[config.mk]
export PLATFORM = sky130hd
export DESIGN_NAME = c3dc_wincell
export DESIGN_NICKNAME = d
export VERILOG_FILES = /design/src/hw/rtl/c3dc_wincell.sv
export SDC_FILE = /design/constraint.sdc
export NUM_CORES = 1
export LEC_CHECK = 0
export ABC_AREA = 1
export BUFFER_PORTS_ARGS = -buffer_cell sky130_fd_sc_hd__buf_2
export CAP_MARGIN = 20
export CORE_MARGIN = 3
export CORE_UTILIZATION = 45
export DETAILED_ROUTE_END_ITERATION = 10
export PLACE_DENSITY = 0.85
export SYNTH_ARGS = -nofsm -noshare
export SYNTH_HDL_FRONTEND = slang
export SYNTH_SLANG_ARGS = --single-unit
[constraint.sdc]
create_clock -name clock -period 1.8 [get_ports clock]
set_input_delay 0.18 -clock clock [delete_from_list [all_inputs] [get_ports clock]]
set_output_delay 0.18 -clock clock [all_outputs]
set_load 0.02 [all_outputs]
[src/hw/rtl/c3dc_wincell.sv]
// one row of the 3x3 window: two column taps shifted in step with the pixel stream
// no dependencies

module c3dc_wincell (
   input  logic        clock,
   input  logic        reset,
   input  logic        shift,
   input  logic [23:0] din,
   output logic [23:0] tap0,
   output logic [23:0] tap1
);

   logic [23:0] tap0_ff, tap0_in;
   logic [23:0] tap1_ff, tap1_in;

   always_comb begin
      tap0_in = tap0_ff;
      tap1_in = tap1_ff;
      if (shift) begin
         tap0_in = tap1_ff;
         tap1_in = din;
      end
   end

   always_ff @(posedge clock) begin
      if (reset) begin
         tap0_ff <= '0;
         tap1_ff <= '0;
      end else begin
         tap0_ff <= tap0_in;
         tap1_ff <= tap1_in;
      end
   end

   assign tap0 = tap0_ff;
   assign tap1 = tap1_ff;

endmodule

==> impl_metrics.yaml, run 1 <==
status:
  run_status: "finished, final reports clean"
cts:
  postCtsSetupRepairBufs: 0
  clk_pin_slew_ns: 0.08
  cts.repair.resized: 0
  cts-root-to-sink-buffers: 2
  cts_tree: "done"
  post_cts_hold_buffers: 0
  clock_tree.htree_level_count: 2
  cts_buffers: 5
  cts_num_sinks: 48
  clock_latency_on_the_worst_skew_pair_ns: 0.28
  ctsRootBufferMaster: "sky130_fd_sc_hd__clkbuf_8"
sta:
  clock_skew_ns: 0.001497
  slew_headroom_pct: 68.58
  finalSetupTns_ns: 0
  final_period_minus_worst_setup_slack_ns: 1.025
  timing_worst_slew_pin_value_ns: 0.4712
  setup_repair_after_global_routing_missed_its_margin: "false"
  post-route-period-util_pct: 56.92
  report.final.hold_viol_count: 0
  finalSetupViolations: 0
  final_max_slew_viols: 0
  clock.fmax_mhz: 976.1
power:
  power-per-cell-area_nw_per_um2: 908.0
  irDropWorstVdd_mv: 0.5198
  leakage_nw: 1.449
place:
  place_congestion: 0.7378
  port_buffers: 74
  detailed_place.area_um2: 2326
  dp.final_hpwl_um: 2616
detailed_routing:
  route.antenna.remaining_nets: 0
  top_signal_layer_used: "met4"
  wl_met3_um: 175
  via_count: 1740
  totalWireLength_um: 3791
  via_per_inst: 4.113
  drt-pass1-iter-count: 4
  post_drt_wl_per_cell_um: 8.962
  wirelength_met1_um: 1730
  drc_errors: 0
  drtIter0Drc: 103
  met2_length_um: 1849
synth:
  synth_top_cell_area_share_pct: 48.55
  yosys.cell_types.count: 8
  synth_largest_area_cell: "sky130_fd_sc_hd__dfxtp_1"
  synth_sequential_area_ratio_pct: 48.55
  synthesis.nets: 332
  yosys_register_bits: 48
  netlist_area_um2: 1979
  post_synth_edffs: 0
  syn-mean-instance-area_um2: 6.490
  yosys-top-cells-area: "sky130_fd_sc_hd__dfxtp_1, sky130_fd_sc_hd__nand2_1, sky130_fd_sc_hd__nor2_1, sky130_fd_sc_hd__inv_1, sky130_fd_sc_hd__buf_6"
  synthesis.instances: 305
  post_synth_most_frequent_cells: "sky130_fd_sc_hd__nand2_1, sky130_fd_sc_hd__nor2_1, sky130_fd_sc_hd__inv_1"
  commonest_register_cell_after_synthesis: "sky130_fd_sc_hd__dfxtp_1"
  asyncSetResetFlopFracSynth_pct: 0
  synth.yosys.warnings: 0
floorplan:
  area_of_the_die_um2: 5230
  initial_core_util_pct: 48.10
  floorplan.die.height_um: 72.32
  dieWidth_um: 72.32
  design.portCount: 75
  core.rowCount: 23
  core_region_area_um2: 4115
critical_path:
  critPathCaptureType: "primary output"
  worstSetupPathType: "flop to primary output"
  worst_path_dominant_cell_family: "flip-flops"
  timing.reg2reg.setup_slack_ns: 1.13
  cp_slowest_cell: "sky130_fd_sc_hd__dfxtp_1"
  critPathRequiredTime_ns: 1.62
  worst_r2r_path_depth: 4
  cp_num_buf_inv: 1
  critical_path.reg2reg.endpoint: "tap0[23]"
  timing.critical_path.from_type: "flop"
  arrival_ns: 0.84
  timing.critical_path.cells: "buf_2"
  slowest_delay_ns: 0.38
  timing.critical_path.fanout_max: 3
  r2r-start: "tap1[23]"
global_routing:
  global_route.usage.total_pct: 14.89
  globalRouteOverflowTotal: 0
  grt_pass1_vias: 1518
  grt_pass1_wl_um: 6368
  grt_antenna_before_repair: 0
  grt_start_max_net_pins: 97
flow_run:
  max_cap_viols: 0
cells_and_area:
  final_area_um2: 2416
  area_growth_syn_to_layout_pct: 22.06
  nets: 399
  drive_above_1_share_pct: 21.98
  antennaDiodeCount: 0
min_path:
  timing.hold.worst.start: "din[0]"
  hold_path.class: "input pin to flop"
  hold-path-cell-count: 5
  min_delay_worst_endpoint: "tap1[0]"
[final cells by class]
type | instances | area, um^2
fillers | 418 | 1699
flip-flops and latches | 48 | 960.9
multi-input cells | 192 | 720.7
repair buffers | 76 | 397.9
inverters | 49 | 183.9
clock buffers | 8 | 90.09
well taps | 50 | 62.56
[metal layers]
| layer | vias to the layer above | GRT usage (%) |
|---|---|---|
| met4 | 0 | 6.681 |
| met3 | 4 | 2.632 |
| met1 | 714 | 17.45 |
| li1 | 984 | - |
| met2 | 38 | 26.29 |
| met5 | - | 0 |
[per-stage QoR]
stage                     hold WS [ns]  std cells  utilization (%)  total power, W  worst slack (ns)
after global placement          0.4511        415            56.52        0.001577            0.8298
final                           0.1738        423            58.71        0.002194            0.7755
after CTS                       0.1637        423            58.71        0.002223            0.7765
after floorplan                 0.3682        305                -        0.001474            0.9895
after global routing            0.1970        423            58.71        0.002303            0.7449
after detailed placement        0.4603        415            56.52        0.001588            0.7780
[cells by family after synthesis]
kind of cell  count (synthesis)  synth area share [%]
simple gates                192                 36.41
flops                        48                 48.55
buf+inv                      65                 15.04
[power breakdown]
part / internal, W / total, W / switching (W)
clock: 0.000314 / 0.000635 / 0.000321
combinational: 0.000139 / 0.000382 / 0.000244
sequential: 0.00113 / 0.00118 / 0.0000428
[registers in the layout, summed over array words and instances, names as in the netlist]
signal  count
tap0       24
tap1       24
[worst max-delay path by stage]
stage | from | end | slack, ns | cells after the start
after floorplan | shift | tap1[10] | 0.99 | 5
after global placement | reset | tap0[18] | 0.83 | 5
after detailed placement | reset | tap0[7] | 0.78 | 5
after CTS | tap1[3] | tap1[3] | 0.78 | 1
after global routing | tap1[11] | tap1[11] | 0.74 | 1
final | tap1[3] | tap1[3] | 0.78 | 1
[cell usage in the layout (no fill, tap or decap)]
| cell type | netlist | final |
|---|---|---|
| sky130_fd_sc_hd__nor2_1 | 96 | 96 |
| sky130_fd_sc_hd__nand2_1 | 96 | 96 |
| sky130_fd_sc_hd__buf_2 | 7 | 74 |
| sky130_fd_sc_hd__inv_1 | 49 | 49 |
| sky130_fd_sc_hd__dfxtp_1 | 48 | 48 |
| sky130_fd_sc_hd__clkbuf_8 | 0 | 6 |
| sky130_fd_sc_hd__clkbuf_1 | 2 | 2 |
| sky130_fd_sc_hd__buf_4 | 2 | 1 |
| sky130_fd_sc_hd__buf_12 | 0 | 1 |
Note: power is estimated with default switching activity, not from simulation.
==> run 2, diff against run 1 <==
- ABC_AREA: 1 -> 0
- CORE_UTILIZATION: 45 -> 42
- PLACE_DENSITY: 0.85 -> 0.86
- clock period: 1.8 -> 0.9 ns (I/O delays scaled with it)
==> impl_metrics.yaml, run 2 <==
detailed_routing:
  route.antenna.remaining_nets: 0
  post_drt_wl_per_cell_um: 12.03
  drt-pass1-iter-count: 4
  drc_errors: 0
  via_per_inst: 4.636
  totalWireLength_um: 3368
  drtIter0Drc: 49
  via_count: 1298
critical_path:
  worstSetupEndpoint: "tap0[1]"
  arrival_ns: 0.78
  cp_slowest_cell: "sky130_fd_sc_hd__dfxtp_1"
  worst_r2r_path_depth: 3
  worstSetupPathType: "flop to primary output"
  slowest_delay_ns: 0.35
  crit_path_start: "tap0[1]"
  timing.critical_path.from_type: "flop"
  critPathCaptureType: "primary output"
  worst_path_dominant_cell_family: "flip-flops"
  timing.critical_path.cells: "buf_4"
  timing.reg2reg.setup_slack_ns: 0.11
  timing.critical_path.fanout_max: 2
  critPathRequiredTime_ns: 0.81
  cp_num_buf_inv: 1
  r2r-start: "tap1[3]"
  worstSetupPathDepth: 1
  critical_path.reg2reg.endpoint: "tap1[3]"
global_routing:
  grt_pass1_vias: 1229
  grt_start_max_net_pins: 49
  grt_pass1_wl_um: 5416
  grt_antenna_before_repair: 0
  globalRouteOverflowTotal: 0
  global_route.usage.total_pct: 13.48
cts:
  ctsRootBufferMaster: "sky130_fd_sc_hd__clkbuf_8"
  clock_tree.htree_level_count: 2
  cts_tree: "done"
  cts-root-to-sink-buffers: 2
  cts_buffers: 5
  clock_latency_on_the_worst_skew_pair_ns: 0.28
  cts_num_sinks: 48
  post_cts_hold_buffers: 0
  clk_pin_slew_ns: 0.08
cells_and_area:
  nets: 258
  drive_above_1_share_pct: 52.16
  final_core_util_pct: 62.43
  area_growth_syn_to_layout_pct: 38.13
  layout.filler_cells: 306
  final_area_um2: 2389
  most-common-layout-cells: "sky130_fd_sc_hd__mux2i_1, sky130_fd_sc_hd__nor2_1, sky130_fd_sc_hd__buf_4"
  antennaDiodeCount: 0
synth:
  synth.yosys.warnings: 0
  synth_top_cell_area_share_pct: 55.57
  synth_fa_ha_area_share_pct: 0
  synth_top_family_by_area: "multiplexers"
  synth_largest_area_cell: "sky130_fd_sc_hd__dfxtp_1"
  post_synth_mux_area_share_pct: 27.79
  post_synthesis_share_of_cell_area_spent_on_and_or_nand_and_nor_gates_pct: 10.42
  post_synth_most_frequent_cells: "sky130_fd_sc_hd__dfxtp_1, sky130_fd_sc_hd__mux2i_1, sky130_fd_sc_hd__nor2_1"
  synth_compound_area_share_pct: 0
  post_synth_edffs: 0
  synth_sequential_area_ratio_pct: 55.57
  yosys.cell_types.count: 8
  syn-mean-instance-area_um2: 11.16
  asyncSetResetFlopFracSynth_pct: 0
  synthesis.nets: 182
  synthesis.instances: 155
  yosys.area_share.xor_xnor_pct: 0
  yosys-top-cells-area: "sky130_fd_sc_hd__dfxtp_1, sky130_fd_sc_hd__mux2i_1, sky130_fd_sc_hd__nor2_1, sky130_fd_sc_hd__buf_12, sky130_fd_sc_hd__buf_4"
  netlist_area_um2: 1729
  commonest_register_cell_after_synthesis: "sky130_fd_sc_hd__dfxtp_1"
  yosys_register_bits: 48
place:
  place_congestion: 0.6989
  port_buffers: 74
  detailed_place.area_um2: 2100
  dp.final_hpwl_um: 2339
floorplan:
  core.rowCount: 22
  initial_core_util_pct: 45.19
  design.portCount: 75
  floorplan.die.height_um: 70.17
  area_of_the_die_um2: 4923
  dieWidth_um: 70.17
  core_region_area_um2: 3826
sta:
  report.final.hold_viol_count: 0
  final_max_slew_viols: 0
  clock.fmax_mhz: 1153
  final_period_minus_worst_setup_slack_ns: 0.8676
  clock_skew_ns: 0.005525
  timing_worst_slew_pin_value_ns: 0.2505
  finalSetupViolations: 0
  post-route-period-util_pct: 96.40
  slew_headroom_pct: 83.30
  final.hold.worst_slack_ns: 0.03826
  finalSetupTns_ns: 0
power:
  leakage_nw: 1.216
  power-per-cell-area_nw_per_um2: 1744
  irDropWorstVdd_mv: 1.054
min_path:
  hold_path.class: "input pin to flop"
flow_run:
  max_cap_viols: 0
status:
  run_status: "finished, final reports clean"
run 2: changes by cell type in the layout (fill, tap and decap cells not counted), sizes merged:
cell   before  now
buf        76   80
inv        49    0
mux2i       0   48
nand2      96    0
nor2       96   48
run 2: routing by layer:
metal	global-route usage, %	vias up	routed length, um
met5	0	-	0
met4	5.745	0	53
met3	3.741	5	233
met2	22.98	49	1709
met1	15.75	585	1373
li1	-	659	-
run 2: power by group:
part,switching [W],leakage (nW),internal [W],total (W)
Combinational,0.000322,0.763,0.000304,0.000625
Clock,0.000607,0.0455,0.000626,0.00123
Sequential,0.0000682,0.407,0.00224,0.00231
run 2: worst min path at each step:
| stage | startpoint | endpoint | slack [ns] | cells past startpoint |
|---|---|---|---|---|
| after floorplan | din[0] | tap1[0] | 0.24 | 2 |
| after CTS | din[23] | tap1[23] | 0.03 | 3 |
| after global placement | din[0] | tap1[0] | 0.32 | 3 |
| after detailed placement | din[23] | tap1[23] | 0.33 | 3 |
| final | din[10] | tap1[10] | 0.04 | 3 |
| after global routing | din[10] | tap1[10] | 0.03 | 3 |
run 2: timing repair:
item                                    in CTS  in global routing
gates resized for setup                     33                 53
cloned                                       0                  0
endpoints found under the setup margin      24                 43
buffers inserted                             0                  3
run 2: cells by family after synthesis:
group / count (synthesis)
and+or+nand+nor: 48
muxes: 48
buffers and inverters: 11
DFF: 48
run 2: per-stage QoR:
stage | total power (W) | cells | setup WS, ns
finish | 0.004166 | 280 | 0.03242
global route | 0.004383 | 280 | -0.007767
CTS | 0.004172 | 277 | 0.0004436
detailed placement | 0.002893 | 269 | -0.002415
global placement | 0.002877 | 269 | 0.04527
floorplan | 0.002717 | 155 | 0.1343
run 2: layout make-up:
cell class | count | area (um^2) | area share, %
flip-flops and latches | 48 | 1005 | 42.06
multi-input cells | 96 | 660.6 | 27.66
repair buffers | 80 | 573.1 | 23.99
clock buffers | 8 | 90.09 | 3.772
well taps | 48 | 60.06 | 2.514
==> run 3, diff against run 2 <==
- CORE_UTILIZATION: 42 -> 44
- CTS_BUF_LIST: unset -> sky130_fd_sc_hd__clkbuf_8
- PLACE_DENSITY: 0.86 -> 0.89
==> impl_metrics.yaml, run 3 (synthesis results as in run 2) <==
status:
  run_status: "finished, final reports clean"
place:
  port_buffers: 74
  detailed_place.area_um2: 2132
  place_congestion: 0.6712
  number_of_instances_in_the_placed_design: 270
  dp.final_hpwl_um: 2550
cells_and_area:
  final_area_um2: 2435
  nets: 262
  finish.cell_count_without_fillers: 283
  drive_above_1_share_pct: 54.47
  antennaDiodeCount: 0
  area_growth_syn_to_layout_pct: 40.81
  layout_commonest_cell: "sky130_fd_sc_hd__buf_4"
  final_core_util_pct: 65.52
  most-common-layout-cells: "sky130_fd_sc_hd__buf_4, sky130_fd_sc_hd__mux2i_1, sky130_fd_sc_hd__nor2_1"
min_path:
  timing.hold.worst.start: "din[14]"
  hold_path.class: "input pin to flop"
sta:
  slew_headroom_pct: 83.52
  report.final.hold_viol_count: 0
  finalSetupTns_ns: 0
  final_max_slew_viols: 0
  clock.fmax_mhz: 1158
  timing_worst_slew_pin_value_ns: 0.2472
  clock_skew_ns: 0.005063
  final_period_minus_worst_setup_slack_ns: 0.8633
  final.hold.worst_slack_ns: 0.03557
  post-route-period-util_pct: 95.92
  finalSetupViolations: 0
critical_path:
  timing.critical_path.from_type: "flop"
  arrival_ns: 0.77
  slowest_delay_ns: 0.35
  cp_slowest_cell: "sky130_fd_sc_hd__dfxtp_2"
  timing.reg2reg.setup_slack_ns: 0.15
  worst_path_dominant_cell_family: "flip-flops"
  critPathCaptureType: "primary output"
  critical_path.reg2reg.endpoint: "tap0[13]"
  worstSetupPathDepth: 1
  cp_num_buf_inv: 1
  r2r-start: "tap1[13]"
  crit_path_start: "tap1[22]"
  timing.critical_path.fanout_max: 3
  worst_r2r_path_depth: 3
  timing.critical_path.cells: "buf_4"
  worstSetupPathType: "flop to primary output"
  critPathRequiredTime_ns: 0.81
  worstSetupEndpoint: "tap1[22]"
power:
  leakage_nw: 1.247
  irDropWorstVdd_mv: 1.125
  power-per-cell-area_nw_per_um2: 1685
detailed_routing:
  totalWireLength_um: 3571
  drt-pass1-iter-count: 3
  drc_errors: 0
  via_count: 1361
  via_per_inst: 4.809
  drtIter0Drc: 31
  route.antenna.remaining_nets: 0
  post_drt_wl_per_cell_um: 12.62
floorplan:
  area_of_the_die_um2: 4718
  core_region_area_um2: 3716
  design.portCount: 75
  core.rowCount: 22
  initial_core_util_pct: 46.53
  floorplan.die.height_um: 68.69
  dieWidth_um: 68.69
cts:
  cts_tree: "done"
  cts_buffers: 5
  post_cts_hold_buffers: 0
  cts_num_sinks: 48
  clk_pin_slew_ns: 0.08
  clock_latency_on_the_worst_skew_pair_ns: 0.28
  ctsRootBufferMaster: "sky130_fd_sc_hd__clkbuf_8"
  cts-root-to-sink-buffers: 2
  clock_tree.htree_level_count: 2
flow_run:
  max_cap_viols: 0
global_routing:
  global_route.usage.total_pct: 15.45
  grt_pass1_wl_um: 5382
  grt_pass1_vias: 1233
  globalRouteOverflowTotal: 0
  grt_antenna_before_repair: 0
  grt_start_max_net_pins: 25
==> run 3: changes by cell type in the layout (fill, tap and decap cells not counted), sizes merged <==
cell and change:
buf +4, clkbuf -3, inv +1, clkinv +1
==> run 3: layout make-up <==
class,instances,area (um^2)
flip-flops and latches,48,1008
well taps,48,60.06
clock buffers,5,68.82
fillers,314,1281
clock inverters,2,8.758
multi-input cells,96,660.6
repair buffers,84,628.1
==> run 3: worst min-delay path by stage <==
stage                     slack [ns]  cells after the start  endpoint
after floorplan                 0.24                      2   tap1[0]
after global placement          0.32                      3   tap1[3]
after detailed placement        0.33                      3  tap1[14]
after CTS                       0.03                      3  tap1[14]
after global routing            0.04                      3   tap1[5]
final                           0.04                      3  tap1[14]
==> run 3: stage by stage <==
stage,setup WS (ns),total power [W]
4_1_cts,0.001262,0.004097
2_1_floorplan,0.1343,0.002717
5_1_grt,-0.0001263,0.004320
3_5_place_dp,0.02368,0.002915
3_3_place_gp,0.08334,0.002896
6_report,0.03670,0.004104
==> run 3: routing by layer <==
layer  track usage, %  vias up  share of wire, %
met4            7.299        0               1.5
met2            29.20       38                56
li1                 -      670                 -
met5                0        -                 0
met3            3.890        4               5.4
met1            15.64      649                37
==> run 3: report_power, final <==
part	total, W	internal (W)	switching [W]	leakage, nW
clock network	0.00114	0.000517	0.000621	0.0452
registers	0.00231	0.00224	0.0000677	0.408
logic	0.000657	0.000326	0.000331	0.793
total	0.00410	0.00308	0.00102	1.25
==> run 3: repair_timing <==
action,4_1_cts,5_1_grt
setup buffers,0,6
gates resized for setup,38,51
endpoints found under the setup margin,26,43
