## src/hw/rtl/c3dc_pkg.sv

```systemverilog
// shared types and constants of the 3x3 rgb convolution core
// no dependencies

package c3dc_pkg;

   localparam int MAX_WIDTH  = 1024;
   localparam int MAX_HEIGHT = 1024;
   localparam int COEF_BITS  = 8;
   localparam int ADDR_W     = $clog2(2 * MAX_WIDTH);
   // product of a signed coefficient and a 9-bit signed sample, plus growth over nine terms
   localparam int SUM_W      = COEF_BITS + 9 + 4;
   localparam int MAG_W      = SUM_W - 1;
   localparam int STEP_W     = $clog2(MAG_W);
   localparam int TAPS       = 9;

   localparam logic [2:0] CSR_COEF_TOP = 3'd0;
   localparam logic [2:0] CSR_COEF_MID = 3'd1;
   localparam logic [2:0] CSR_COEF_BOT = 3'd2;
   localparam logic [2:0] CSR_DIVISOR  = 3'd3;
   localparam logic [2:0] CSR_WIDTH    = 3'd4;
   localparam logic [2:0] CSR_HEIGHT   = 3'd5;

   typedef struct packed {
      logic [7:0] pixel_red;
      logic [7:0] pixel_green;
      logic [7:0] pixel_blue;
   } req_type;

   typedef struct packed {
      logic [7:0] out_red;
      logic [7:0] out_green;
      logic [7:0] out_blue;
      logic [9:0] out_row;
      logic [9:0] out_col;
      logic       frame_last;
   } rsp_type;

   typedef logic [TAPS-1:0][7:0]           pix9_type;
   typedef logic [TAPS-1:0][COEF_BITS-1:0] coef9_type;

   typedef struct packed {
      logic       start;
      pix9_type   pix;
      coef9_type  coef;
      logic [9:0] divisor;
   } lane_ctl_type;

   typedef struct packed {
      logic       done;
      logic [7:0] value;
   } lane_sts_type;

endpackage

```

## src/hw/rtl/c3dc_lane.sv

```systemverilog
// one color channel: nine-step multiply-accumulate, restoring divide, clamp
// depends on c3dc_pkg

module c3dc_lane (
   input  logic                  clock,
   input  logic                  reset,
   input  c3dc_pkg::lane_ctl_type ctl,
   output c3dc_pkg::lane_sts_type sts
);

   typedef enum logic [2:0] {
      L_IDLE = 3'b001,
      L_MAC  = 3'b010,
      L_DIV  = 3'b100
   } lane_state_type;

   lane_state_type state_ff, state_in;
   logic [c3dc_pkg::STEP_W-1:0]        step_ff, step_in;
   c3dc_pkg::pix9_type                 pix_ff, pix_in;
   c3dc_pkg::coef9_type                coef_ff, coef_in;
   logic [9:0]                         div_ff, div_in;
   logic signed [c3dc_pkg::SUM_W-1:0]  acc_ff, acc_in;
   logic                               neg_ff, neg_in;
   logic [c3dc_pkg::MAG_W-1:0]         mag_ff, mag_in;
   logic [9:0]                         rem_ff, rem_in;
   logic [7:0]                         val_ff, val_in;
   logic                               done_ff, done_in;

   logic signed [c3dc_pkg::COEF_BITS+8:0] prod;
   logic signed [c3dc_pkg::SUM_W-1:0]     sum_next;
   logic signed [c3dc_pkg::SUM_W-1:0]     abs_v;
   logic [10:0]                           rem_sh;
   logic                                  ge;
   logic [c3dc_pkg::MAG_W-1:0]            quo;

   always_comb begin
      prod = $signed(coef_ff[step_ff[3:0]]) * $signed({1'b0, pix_ff[step_ff[3:0]]});
      sum_next = acc_ff + c3dc_pkg::SUM_W'(prod);
      abs_v = sum_next[c3dc_pkg::SUM_W-1] ? -sum_next : sum_next;
      rem_sh = {rem_ff, mag_ff[c3dc_pkg::MAG_W-1]};
      ge = (rem_sh >= {1'b0, div_ff});
      quo = {mag_ff[c3dc_pkg::MAG_W-2:0], ge};

      state_in = state_ff;
      step_in  = step_ff;
      pix_in   = pix_ff;
      coef_in  = coef_ff;
      div_in   = div_ff;
      acc_in   = acc_ff;
      neg_in   = neg_ff;
      mag_in   = mag_ff;
      rem_in   = rem_ff;
      val_in   = val_ff;
      done_in  = 1'b0;

      unique case (state_ff)
         L_IDLE: begin
            if (ctl.start) begin
               pix_in   = ctl.pix;
               coef_in  = ctl.coef;
               // zero divisor acts as one
               div_in   = (ctl.divisor == 10'd0) ? 10'd1 : ctl.divisor;
               acc_in   = '0;
               step_in  = '0;
               state_in = L_MAC;
            end
         end
         L_MAC: begin
            acc_in  = sum_next;
            step_in = step_ff + 1'b1;
            if (step_ff == c3dc_pkg::STEP_W'(c3dc_pkg::TAPS - 1)) begin
               neg_in   = sum_next[c3dc_pkg::SUM_W-1];
               mag_in   = abs_v[c3dc_pkg::MAG_W-1:0];
               rem_in   = '0;
               step_in  = '0;
               state_in = L_DIV;
            end
         end
         L_DIV: begin
            rem_in  = ge ? 10'(rem_sh - {1'b0, div_ff}) : rem_sh[9:0];
            mag_in  = quo;
            step_in = step_ff + 1'b1;
            if (step_ff == c3dc_pkg::STEP_W'(c3dc_pkg::MAG_W - 1)) begin
               // quotient truncates toward zero, so any negative sum clamps to zero
               if (neg_ff)
                  val_in = 8'd0;
               else if (quo > c3dc_pkg::MAG_W'(255))
                  val_in = 8'd255;
               else
                  val_in = quo[7:0];
               done_in  = 1'b1;
               state_in = L_IDLE;
            end
         end
         default: state_in = L_IDLE;
      endcase
   end

   always_ff @(posedge clock) begin
      if (reset) begin
         state_ff <= L_IDLE;
         done_ff  <= 1'b0;
      end else begin
         state_ff <= state_in;
         done_ff  <= done_in;
      end
      step_ff <= step_in;
      pix_ff  <= pix_in;
      coef_ff <= coef_in;
      div_ff  <= div_in;
      acc_ff  <= acc_in;
      neg_ff  <= neg_in;
      mag_ff  <= mag_in;
      rem_ff  <= rem_in;
      val_ff  <= val_in;
   end

   assign sts.done  = done_ff;
   assign sts.value = val_ff;

endmodule

```

## config.mk

```make
export PLATFORM = sky130hd
export DESIGN_NAME = c3dc_lane
export DESIGN_NICKNAME = d
export VERILOG_FILES = /design/src/hw/rtl/c3dc_pkg.sv /design/src/hw/rtl/c3dc_lane.sv
export SDC_FILE = /design/constraint.sdc
export NUM_CORES = 1
export LEC_CHECK = 0
export BUFFER_PORTS_ARGS = -buffer_cell sky130_fd_sc_hd__buf_4
export CORE_ASPECT_RATIO = 2
export CORE_MARGIN = 2
export CORE_UTILIZATION = 30
export DETAILED_ROUTE_END_ITERATION = 12
export MAX_ROUTING_LAYER = met4
export PLACE_DENSITY = 0.5
export SYNTH_ARGS = -nofsm -noshare
export SYNTH_HDL_FRONTEND = slang
export SYNTH_SLANG_ARGS = --single-unit
```

## constraint.sdc

```tcl
create_clock -name clock -period 9.6 [get_ports clock]
set_input_delay 0.96 -clock clock [delete_from_list [all_inputs] [get_ports clock]]
set_output_delay 0.96 -clock clock [all_outputs]
set_load 0.02 [all_outputs]
```

==> results, run 1 <==
- The flow ran to the end, and the final reports show no timing, DRC or antenna violations.
- Sorting the synthesized cells by area gives the leading types as edfxtp_1 (53%), fa_1 (8.3%), ha_1 (7.7%), mux4_2 (5.8%), inv_1 (3.4%).
- Measured along the y axis, the die boundary spans 292.6 microns.
- Data arrives at the worst endpoint at 8.54 ns.
- In this design, the stage delay of the slowest critical-path cell is 0.87 ns.
- The cell that appears most often on the critical path is fa_1.
- The initial detailed-routing violation count is ~340.
- The largest voltage drop on the vdd net is 0.1944 mV.
- The die outline width is ~150 microns.
- The final cell utilization of the core is 36.71%.
- The top cell type's share of synthesized area is 52.65%.
- The count of cell types in the netlist is 58.
- Across every metal layer, demand over resource in global routing totals 14.78%.
- The via count of the first global-routing pass is approximately 8,700.
- Relative to the synthesized area, the layout overhead comes to 20.48%.
- The number of hold buffers added after CTS is 0.
- Post-CTS timing repair inserted 0 buffers for setup.
- The number of enable flip-flop cells after synthesis is 219.
- The instance count of the mapped netlist is between 900 and 1,000.
- The critical path data required time is between 9 and 10 ns.
- The most frequently used flop master after synthesis is edfxtp_1.
- The library cell used most frequently in the layout, excluding fill and tap cells, is edfxtp_1.
- For the finished layout, the period the worst path requires is 8.275 ns.
- The transition time at the pin with the least slew margin is around 1.1 ns.
- 0 antenna diodes ended up in the layout.
- The net count of the mapped netlist is about 1,300.
- In this run the clock root is driven by a clkbuf_16.
- The count of filler cells inserted in the layout is around 4,000.
- The leakage power of the design is 6.084 nW.
- The first-pass GRT wire length is 47,680 microns.
- After synthesis, the mean cell area works out to 12.96 sq um.
- The worst setup path is captured at a flip-flop.
- The count of TritonRoute iterations in the first routing pass is 5.
- The starting utilization of the core area is 30.47%.
- The synthesized netlist devotes between 15 and 20% of its cell area to adder and majority cells.
- The compound-gate portion of the synthesized area is 5.921%.
- During I/O placement, the number of pins put on the boundary was 166.
- The final count of pins violating max slew came to 0.
- The number of antenna violations at the first check in global routing is 0.
- Among all stages on the critical path, the largest delay is contributed by nor4b_4.
- The worst setup path is of the flip-flop to flip-flop kind.
- For this run, the number of Yosys warnings is 0.
- Timing would allow up to 120.8 MHz.
- The highest fanout seen on the critical path is 16.
- The total negative setup slack is 0 ns.
- The total area inside the core boundary comes to 0.04099 sq mm.
- Global routing finished with a remaining overflow of 0.
- The critical path goes through nor4b_4, nand2_1, o21ai_0, nand2b_1, fa_1, fa_1, inv_1, fa_1, fa_1, fa_1, ha_1, and3_1, a221oi_2, o211ai_1, o211ai_1, nand3_1, o211ai_1, buf_4, a41oi_1, xor2_1, a21oi_1.
- The cell area power density is 291.9 mW/mm^2.
- In this run, CTS created clock tree buffers numbering 21.
- The clock passes through at most 3 buffers.
- The total DRC errors in the routed layout is 0.
- The critical path startpoint category is a flip-flop.
- The total of max-cap violations is 0.
- Leaving out fill and tap cells, the most frequent cells in the layout are edfxtp_1 (219), buf_4 (176), inv_1 (113).
- The final setup violation count is 0.
- Sequential elements use 53.30% of the synthesized area.
- The relative max-transition margin is 28.63%.
- Once the clock tree was built, the resizer swapped 0 gates to a different size.
- The post-CTS clock slew at the launch and capture registers of the worst setup and hold paths is 0.07 ns.
- The fraction of registers with async set or reset after synthesis is 0%.
- Setup repair after global routing left no endpoint under its margin.
- In the synthesized netlist, mux cells make up 7.944% of the area.
- The cell class contributing the biggest share of worst-path delay is adder cells.
- The buffer and inverter count on the worst path is 2.
- The synthesized-area fraction occupied by xor and xnor cells is 2.935%.
- Wires add up to between 30,000 and 40,000 microns.
- The die covers 0.04338 sq mm.
- The post-synthesis instance area is approximately 0.012 sq mm.
- The clock latency reported for the late side of the worst-skew pair is 0.53 ns.
- The dominant combinational cell family by area after synthesis is adder cells.
- Summed over all nets, the half-perimeter wirelength after detailed placement is between 20,000 and 25,000 microns.
- The floorplan has between 100 and 150 rows.
- Using the TritonRoute via totals, the vias-per-cell ratio works out to 4.640.
- After detailed routing, the average wire length per cell comes to between 15 and 20 microns.
- The synthesized flop and latch total is 223.
- The number of H-tree levels is 1.
- The number of sinks driven by the clock tree is 223.
- The count of endpoints failing hold in the final timing report came to 0.
- The via count is 7,776.
- Of the cells placed in the final design, the portion with a size suffix greater than 1 is between 20% and 30%.
- During placement, the flow inserted port buffers numbering 165.
- The synthesized netlist devotes 9.177% of its cell area to simple gates.
- In this run the worst hold path is classified as flip-flop to flip-flop.
- The remaining number of nets flagged by the antenna check after routing is 0.
- The pin count of the biggest net entering global routing is 86.
- The final estimated routing congestion in global placement is 0.8845.
- TritonCTS built the clock tree.
- At the end of the flow, the number of nets in the layout was 1,413.
- The ratio of final minimum period to clock period is 86.20%.
- The library cell occupying the most area in the post-synthesis netlist is edfxtp_1.
- The worst clock skew is 0.02200 ns.
registers in the layout, indices dropped and copies added (netlist names):
register,cells
pix_ff,72
div_ff,10
state_ff,3
done_ff,1
coef_ff,72
step_ff,5
rem_ff,10
mag_ff,20
acc_ff,21
neg_ff,1
val_ff,8
path summary, 6_finish.rpt:
path         startpoint  cells past startpoint  slack, ns         end
min reg2reg   mag_ff[5]                      2       0.57   mag_ff[6]
max          step_ff[2]                     21       1.32  mag_ff[18]
min           mag_ff[5]                      2       0.57   mag_ff[6]
max reg2reg  step_ff[2]                     21       1.32  mag_ff[18]
cells in the mapped netlist, types with 10 or more instances:
cell,n
nor3_1,10
nand2_1,53
a21oi_1,62
ha_1,77
fa_1,52
nand2b_1,13
edfxtp_1,219
mux2i_1,26
inv_1,113
nand3_1,11
nor2_1,102
xor2_1,16
clkbuf_1,24
mux4_2,32
o21ai_0,14
xnor2_1,24
and2_1,17
report_power, final:
part,internal [W],switching [W]
Combinational,0.000892,0.00137
Sequential,0.00124,0.0000237
Clock,0.000486,0.000379
Total,0.00262,0.00178
cell families (layout without fill, tap and decap cells):
family          Yosys count  in the layout
compound gates          118            118
xor+xnor                 41             41
fa+ha+maj               129            129
buf+inv                 150            327
flops                   223            223
mux                      59             59
simple gates            244            244
final cells by class:
type | count | area [sq um] | area share [%]
repair buffers | 177 | 1341 | 8.914
flip-flops and latches | 223 | 6656 | 44.24
clock buffers | 22 | 529.3 | 3.517
inverters | 113 | 424.2 | 2.819
multi-input cells | 591 | 5260 | 34.96
clock inverters | 15 | 166.4 | 1.106
well taps | 535 | 669.4 | 4.449
through the flow:
stage | cells | total power [W] | area [sq um] | worst slack [ns] | hold WS [ns]
CTS | 1676 | 0.004450 | 15050 | 1.266 | 0.5724
global route | 1676 | 0.004710 | 15050 | 0.7446 | 0.5834
global placement | 1639 | 0.003531 | 14350 | 1.438 | 0.5490
detailed placement | 1639 | 0.003557 | 14350 | 1.349 | 0.5556
finish | 1676 | 0.004392 | 15050 | 1.325 | 0.5652
floorplan | 964 | 0.002924 | 12490 | 2.506 | 0.5219
per-layer routing:
layer / wire, microns / track usage (%)
met1: 10390 / 14.06
met2: 18610 / 29.87
met3: 1021 / 1.542
met4: 888 / 5.134
met5: 0 / -
worst min-delay path: stages, from the launching register on:
cell      delay [ns]
edfxtp_1        0.35
nand2_1         0.05
o21ai_0         0.06
No activity file was read; power rests on OpenSTA's default activity.
==> run 2: changes to the inputs <==
- MAX_ROUTING_LAYER: met4 -> not set
==> results, run 2 (synthesized netlist as in run 1, its figures left out) <==
- The cell depth of the worst hold path is 2 (unchanged).
- The pin count of the biggest net entering global routing is 86 (unchanged).
- The number of antenna violations at the first check in global routing is 0 (unchanged).
- The final critical path time including I/O delays and setup is 8.250 ns (-0.02481 ns).
- The first-pass GRT wire length is 47,710 microns (about the same).
- The final setup violation count is 0 (unchanged).
- The number of cell instances on the worst register-to-register path was 21 (unchanged).
- The critical path data required time came to 9.86 ns (about the same).
- The total routed wirelength came to 30,890 microns (about the same).
- The number of port buffers is 165 (unchanged).
- The share of final-layout standard cells stronger than drive strength 1 came to 22.96% (unchanged).
- The final estimated routing congestion in global placement is 0.8702 (-1.6%).
- The TritonCTS clock tree is yes.
- The buffer and inverter count on the worst path is 2 (unchanged).
- The largest voltage drop on the vdd net is 0.1946 mV (+0.13%).
- The post-route total power is 0.004391 W (about the same).
- The final count of pins violating max slew is 0 (unchanged).
- The maximum number of buffers from clock root to sink is 3 (unchanged).
- The number of resized instances in the post-cts repair step came to 0 (unchanged).
- The most numerous cell type found on the critical path is fa_1.
- The fmax is 121.2 MHz (+0.30%).
- The aggregate global routing overflow is 0 (unchanged).
- The critical path startpoint category is a flip-flop.
- The clock buffer count from CTS is 21 (unchanged).
- The total negative setup slack is 0 ns (unchanged).
- The clock latency reported for the late side of the worst-skew pair is 0.52 ns (about the same).
- The worst clock skew is 0.02077 ns (-0.001234 ns).
- The die outline height is 292.6 microns (unchanged).
- The path with the worst hold slack has its endpoint at mag_ff[6].
- The overall die area is 0.04338 sq mm (unchanged).
- The run finished with clean final reports.
- The starting utilization of the core area is 30.47% (unchanged).
- The arrival time reported for the critical path endpoint was 8.51 ns (-0.03 ns).
- The worst setup path is of the flip-flop to flip-flop kind.
- The largest registers in the layout are coef_ff: 72 flops, pix_ff: 72 flops, acc_ff: 21 flops.
- The cell area power density was 291.8 mW/mm^2 (about the same).
- The number of sinks driven by the clock tree is 223 (unchanged).
- Setup repair after global routing left no endpoint under its margin.
- The total DRC errors in the routed layout is 0 (unchanged).
- Broken down by cell family, the worst path's largest delay share belongs to adder cells.
- Traced cell by cell, the critical path runs through nor4b_4, nand2_1, o21ai_0, nand2b_1, fa_1, fa_1, inv_1, fa_1, fa_1, fa_1, ha_1, and3_1, a221oi_2, o211ai_1, o211ai_1, nand3_1, o211ai_1, buf_4, a41oi_1, xor2_1, a21oi_1.
- The total of max-cap violations is 0 (unchanged).
- The via count came to 7,809 (+0.42%).
- The layout-stage area growth over the synthesis result is 20.48% (unchanged).
- The beginning of the worst hold path is mag_ff[5].
- The total number of nets in the final design is 1,413 (unchanged).
- The count of TritonRoute iterations in the first routing pass was 4 (-1).
- The I/O pin count is 166 (unchanged).
- The number of standard-cell rows in the floorplan is 105 (unchanged).
- The number of H-tree levels is 1 (unchanged).
- The critical path starts at step_ff[2].
- The leading cell type in the layout, fill and taps excluded is edfxtp_1.
- The end of the worst register-to-register path is mag_ff[18].
- The largest stage delay on the critical path is 0.87 ns (about the same).
- The remaining number of nets flagged by the antenna check after routing is 0 (unchanged).
- The detail-routed net length per standard cell is 18.43 microns (about the same).
- The count of endpoints failing hold in the final timing report came to 0 (unchanged).
- The post-DP HPWL came to 24,240 microns (unchanged).
- The clock root buffer master is clkbuf_16.
- The transition time at the pin with the least slew margin is 1.077 ns (+0.006833 ns).
- The worst setup slack before clock tree synthesis is 1.349 ns (unchanged).
- The number of hold buffers added after CTS is 0 (unchanged).
- The initial detailed-routing violation count is 373 (+10%).
- The via count of the first global-routing pass is 8,677 (+0.27%).
- In the layout the commonest cells are edfxtp_1 (219), buf_4 (176), inv_1 (113).
- In this run the critical register-to-register path is launched from step_ff[2].
- The register-to-register setup slack came to 1.35 ns (+0.02 ns).
- The die outline width is 148.3 microns (unchanged).
- The global-route total usage across every layer is 14.35% (-0.43 points).
- The area inside the core boundary came to 0.04099 sq mm (unchanged).
- The relative max-transition margin is 28.18% (-0.46 points).
- The via-per-instance ratio is 4.659 (+0.42%).
- The number of setup buffers added after CTS is 0 (unchanged).
- The element type at the critical path end is a flip-flop.
- The post-CTS clock slew at the launch and capture registers of the worst setup and hold paths was 0.07 ns (about the same).
- The leakage power of the design is 6.084 nW (unchanged).
- The worst-case setup margin in the final layout was 1.350 ns (+0.02481 ns).
- The count of inserted antenna diode cells is 0 (unchanged).
- The ratio of final minimum period to clock period was 85.94% (-0.26 points).
- The highest-delay cell along the critical path is nor4b_4.
- In this run the worst hold path is classified as flip-flop to flip-flop.
- The highest fanout seen on the critical path is 16 (unchanged).
-- run 2: cell counts in the layout (fill, tap and decap cells not counted) --
No cell type changed its count.
-- run 2: layout make-up --
cell class              count  area [sq um]
clock inverters            15         166.4
fillers                  4037         25940
inverters                 113         424.2
well taps                 535         669.4
repair buffers            177          1341
flip-flops and latches    223          6656
clock buffers              22         529.3
multi-input cells         591          5260
-- run 2: worst max path at each step --
stage / endpoint / slack, ns / depth (start not counted)
2_1_floorplan: mag_ff[18] / 2.51 / 24
5_1_grt: mag_ff[14] / 0.74 / 23
3_5_place_dp: mag_ff[19] / 1.35 / 23
3_3_place_gp: mag_ff[18] / 1.44 / 23
4_1_cts: mag_ff[19] / 1.27 / 21
6_report: mag_ff[18] / 1.35 / 21
-- run 2: through the flow --
stage,hold WS [ns],instance area [sq um],instances,util (%)
floorplan,0.5219,12490,964,-
global placement,0.5490,14350,1639,35.01
detailed placement,0.5556,14350,1639,35.01
CTS,0.5724,15050,1676,36.71
global route,0.5835,15050,1676,36.71
finish,0.5652,15050,1676,36.71
-- run 2: tightest hold or removal path, stage by stage, from the launching register on --
cell      delay, ns
edfxtp_1       0.35
nand2_1        0.05
o21ai_0        0.06
-- run 2: layer usage --
| layer | vias to the layer above | wire length [microns] | GRT usage (%) |
|---|---|---|---|
| li1 | 3727 | - | - |
| met1 | 3811 | 10310 | 13.96 |
| met2 | 215 | 18530 | 29.88 |
| met3 | 56 | 1095 | 1.651 |
| met4 | 0 | 948 | 5.134 |
| met5 | - | 0 | 0 |
-- run 2: report_power, final --
group	leakage [nW]	switching, W	total [W]	internal (W)
Clock	0.346	0.000379	0.000866	0.000486
Combinational	3.65	0.00137	0.00226	0.000892
Sequential	2.09	0.0000237	0.00126	0.00124
Total	6.08	0.00178	0.00439	0.00262
==> run 3: changes to the inputs <==
- MAX_ROUTING_LAYER: not set -> met4
- RECOVER_POWER: not set -> 100
==> results, run 3 (synthesized netlist as in run 1, its figures left out) <==
- The die outline height is 292.6 microns (unchanged).
- The via count was 7,758 (-0.65%).
- The end of the worst register-to-register path is mag_ff[19].
- The clock latency reported for the late side of the worst-skew pair is 0.52 ns (about the same).
- The arrival time reported for the critical path endpoint is 8.90 ns (+0.39 ns).
- The source of the critical timing path is step_ff[2].
- The TritonCTS clock tree is yes.
- The total routed wirelength is 30,800 microns (-0.28%).
- The highest-delay cell along the critical path is edfxtp_1.
- The final count of pins violating max slew came to 189 (+189).
- The fmax came to 115.8 MHz (-4.5%).
- The I/O pin count is 166 (unchanged).
- The largest stage delay on the critical path was 0.92 ns (+0.05 ns).
- Walking the worst path, the cells encountered are clkbuf_1, mux2i_1, nor2_1, a21oi_1, nor2_1, fa_1, inv_1, fa_1, inv_1, fa_1, fa_1, fa_1, ha_1, and3_1, a221oi_2, o211ai_1, o211ai_1, nand3_1, o211ai_1, clkbuf_1, a41oi_1, xnor2_1, a21oi_1.
- The final estimated routing congestion in global placement was 0.8845 (+1.6%).
- The overall die area is 0.04338 sq mm (unchanged).
- The leakage power of the design is 5.937 nW (-2.4%).
- The clock root buffer master is clkbuf_16.
- The transition time at the pin with the least slew margin is 4.384 ns (+3.306 ns).
- The final setup violation count is 0 (unchanged).
- The number of setup buffers added after CTS was 0 (unchanged).
- The flow ran to the end, but the final reports show violations.
- The count of inserted antenna diode cells is 0 (unchanged).
- The number of sinks driven by the clock tree is 223 (unchanged).
- The register-to-register setup slack was 0.96 ns (-0.39 ns).
- The remaining number of nets flagged by the antenna check after routing came to 0 (unchanged).
- The starting utilization of the core area is 30.47% (unchanged).
- The critical path data required time is 9.86 ns (about the same).
- In the layout the commonest cells are edfxtp_1 (219), clkbuf_4 (140), inv_1 (113).
- The cell area power density was 292.5 mW/mm^2 (+0.23%).
- The number of H-tree levels is 1 (unchanged).
- The via count of the first global-routing pass was 8,654 (-0.27%).
- The number of antenna violations at the first check in global routing is 0 (unchanged).
- The worst hold slack across all endpoints is 0.5653 ns (+0.0001080 ns).
- The highest fanout seen on the critical path is 13 (-3).
- The count of endpoints failing hold in the final timing report was 0 (unchanged).
- The worst setup slack before clock tree synthesis is 1.349 ns (unchanged).
- The largest registers in the layout are coef_ff: 72 flops, pix_ff: 72 flops, acc_ff: 21 flops.
- The worst setup path is captured at a flip-flop.
- The beginning of the worst register-to-register path is step_ff[2].
- The share of final-layout standard cells stronger than drive strength 1 was 20.16% (-2.8 points).
- The pin count of the biggest net entering global routing is 86 (unchanged).
- The total number of nets in the final design is 1,413 (unchanged).
- Setup repair after global routing left no endpoint under its margin.
- The total negative setup slack came to 0 ns (unchanged).
- The library cell used most frequently in the layout, excluding fill and tap cells, is edfxtp_1.
- The worst-case setup margin in the final layout is 0.9637 ns (-0.3860 ns).
- The worst clock skew is 0.02148 ns (+0.0007133 ns).
- The number of resized instances in the post-cts repair step is 0 (unchanged).
- The first-pass GRT wire length is 47,680 microns (about the same).
- The total of max-cap violations is 3 (+3).
- The number of cell instances on the worst register-to-register path is 23 (+9.5%).
- The critical path start-end classification is flip-flop to flip-flop.
- The count of TritonRoute iterations in the first routing pass is 5 (+1).
- The total DRC errors in the routed layout is 0 (unchanged).
- The cell depth of the worst hold path is 2 (unchanged).
- The aggregate global routing overflow was 0 (unchanged).
- The post-DP HPWL is 24,240 microns (unchanged).
- The number of standard-cell rows in the floorplan came to 105 (unchanged).
- The area inside the core boundary came to 0.04099 sq mm (unchanged).
- The post-CTS clock slew at the launch and capture registers of the worst setup and hold paths is 0.07 ns (about the same).
- The number of port buffers is 165 (unchanged).
- The critical path startpoint category is a flip-flop.
- The detail-routed net length per standard cell is 18.38 microns (-0.28%).
- The number of hold buffers added after CTS is 0 (unchanged).
- The die outline width is 148.3 microns (unchanged).
- The global-route total usage across every layer came to 14.78% (+0.43 points).
- The via-per-instance ratio is 4.629 (-0.65%).
- The relative max-transition margin is -192.2% (-220 points).
- In this run the most critical hold path is launched from mag_ff[5].
- The initial detailed-routing violation count came to 360 (-3.5%).
- From synthesis to final layout, the design area changed by 19.47%.
- The end of the critical path is mag_ff[19].
- The ratio of final minimum period to clock period is 89.96% (+4.0 points).
- The checks that failed: capacitance limit, slew limit.
- The most common cell type on the critical path is fa_1.
- The maximum number of buffers from clock root to sink is 3 (unchanged).
- The type of the worst min-delay path is flip-flop to flip-flop.
- The largest voltage drop on the vdd net was 0.1916 mV (-1.5%).
- The clock buffer count from CTS is 21 (unchanged).
- The final critical path time including I/O delays and setup is 8.636 ns (+0.3860 ns).
[run 3: through the flow]
stage	util [%]	cells	cell area (sq um)	power [W]
2_1_floorplan	-	964	12490	0.002924
3_3_place_gp	35.01	1639	14350	0.003531
3_5_place_dp	35.01	1639	14350	0.003557
4_1_cts	36.71	1676	15050	0.004450
5_1_grt	36.40	1676	14920	0.004690
6_report	36.40	1676	14920	0.004365
[run 3: metal layers]
| layer | wire, microns | up-vias | GRT usage, % |
|---|---|---|---|
| li1 | - | 3732 | - |
| met1 | 10400 | 3788 | 14.06 |
| met2 | 18410 | 189 | 29.87 |
| met3 | 1071 | 49 | 1.542 |
| met4 | 922 | 0 | 5.134 |
| met5 | 0 | - | - |
[run 3: worst min path at each step]
stage / to / slack (ns)
5_1_grt: mag_ff[6] / 0.60
4_1_cts: mag_ff[16] / 0.57
3_5_place_dp: mag_ff[16] / 0.56
6_report: mag_ff[6] / 0.57
2_1_floorplan: mag_ff[1] / 0.52
3_3_place_gp: mag_ff[16] / 0.55
[run 3: layout make-up]
| cell class | instances | area (sq um) |
|---|---|---|
| Clock inverter | 15 | 166.4 |
| Inverter | 113 | 424.2 |
| Timing Repair Buffer | 177 | 1234 |
| Multi-Input combinational cell | 591 | 5243 |
| Tap cell | 535 | 669.4 |
| Sequential cell | 223 | 6656 |
| Fill cell | 4071 | 26070 |
| Clock buffer | 22 | 529.3 |
[run 3: critical path: cells and delay by family (launching register included)]
family                   cells  cell delay, ns
flip-flops                   1            0.92
multiplexers                 1            0.26
buffers and inverters        4            1.10
AND/OR/NAND/NOR              4            0.52
adder cells (fa/ha/maj)      6            2.90
XOR/XNOR                     1            0.22
AO/OA/AOI/OAI                7            2.44
[run 3: where the power goes]
group	switching, W	leakage, nW	total [W]	internal, W
Combinational	0.00136	3.50	0.00223	0.000876
Clock	0.000380	0.346	0.000866	0.000486
Sequential	0.0000237	2.09	0.00127	0.00124
Total	0.00176	5.94	0.00436	0.00261
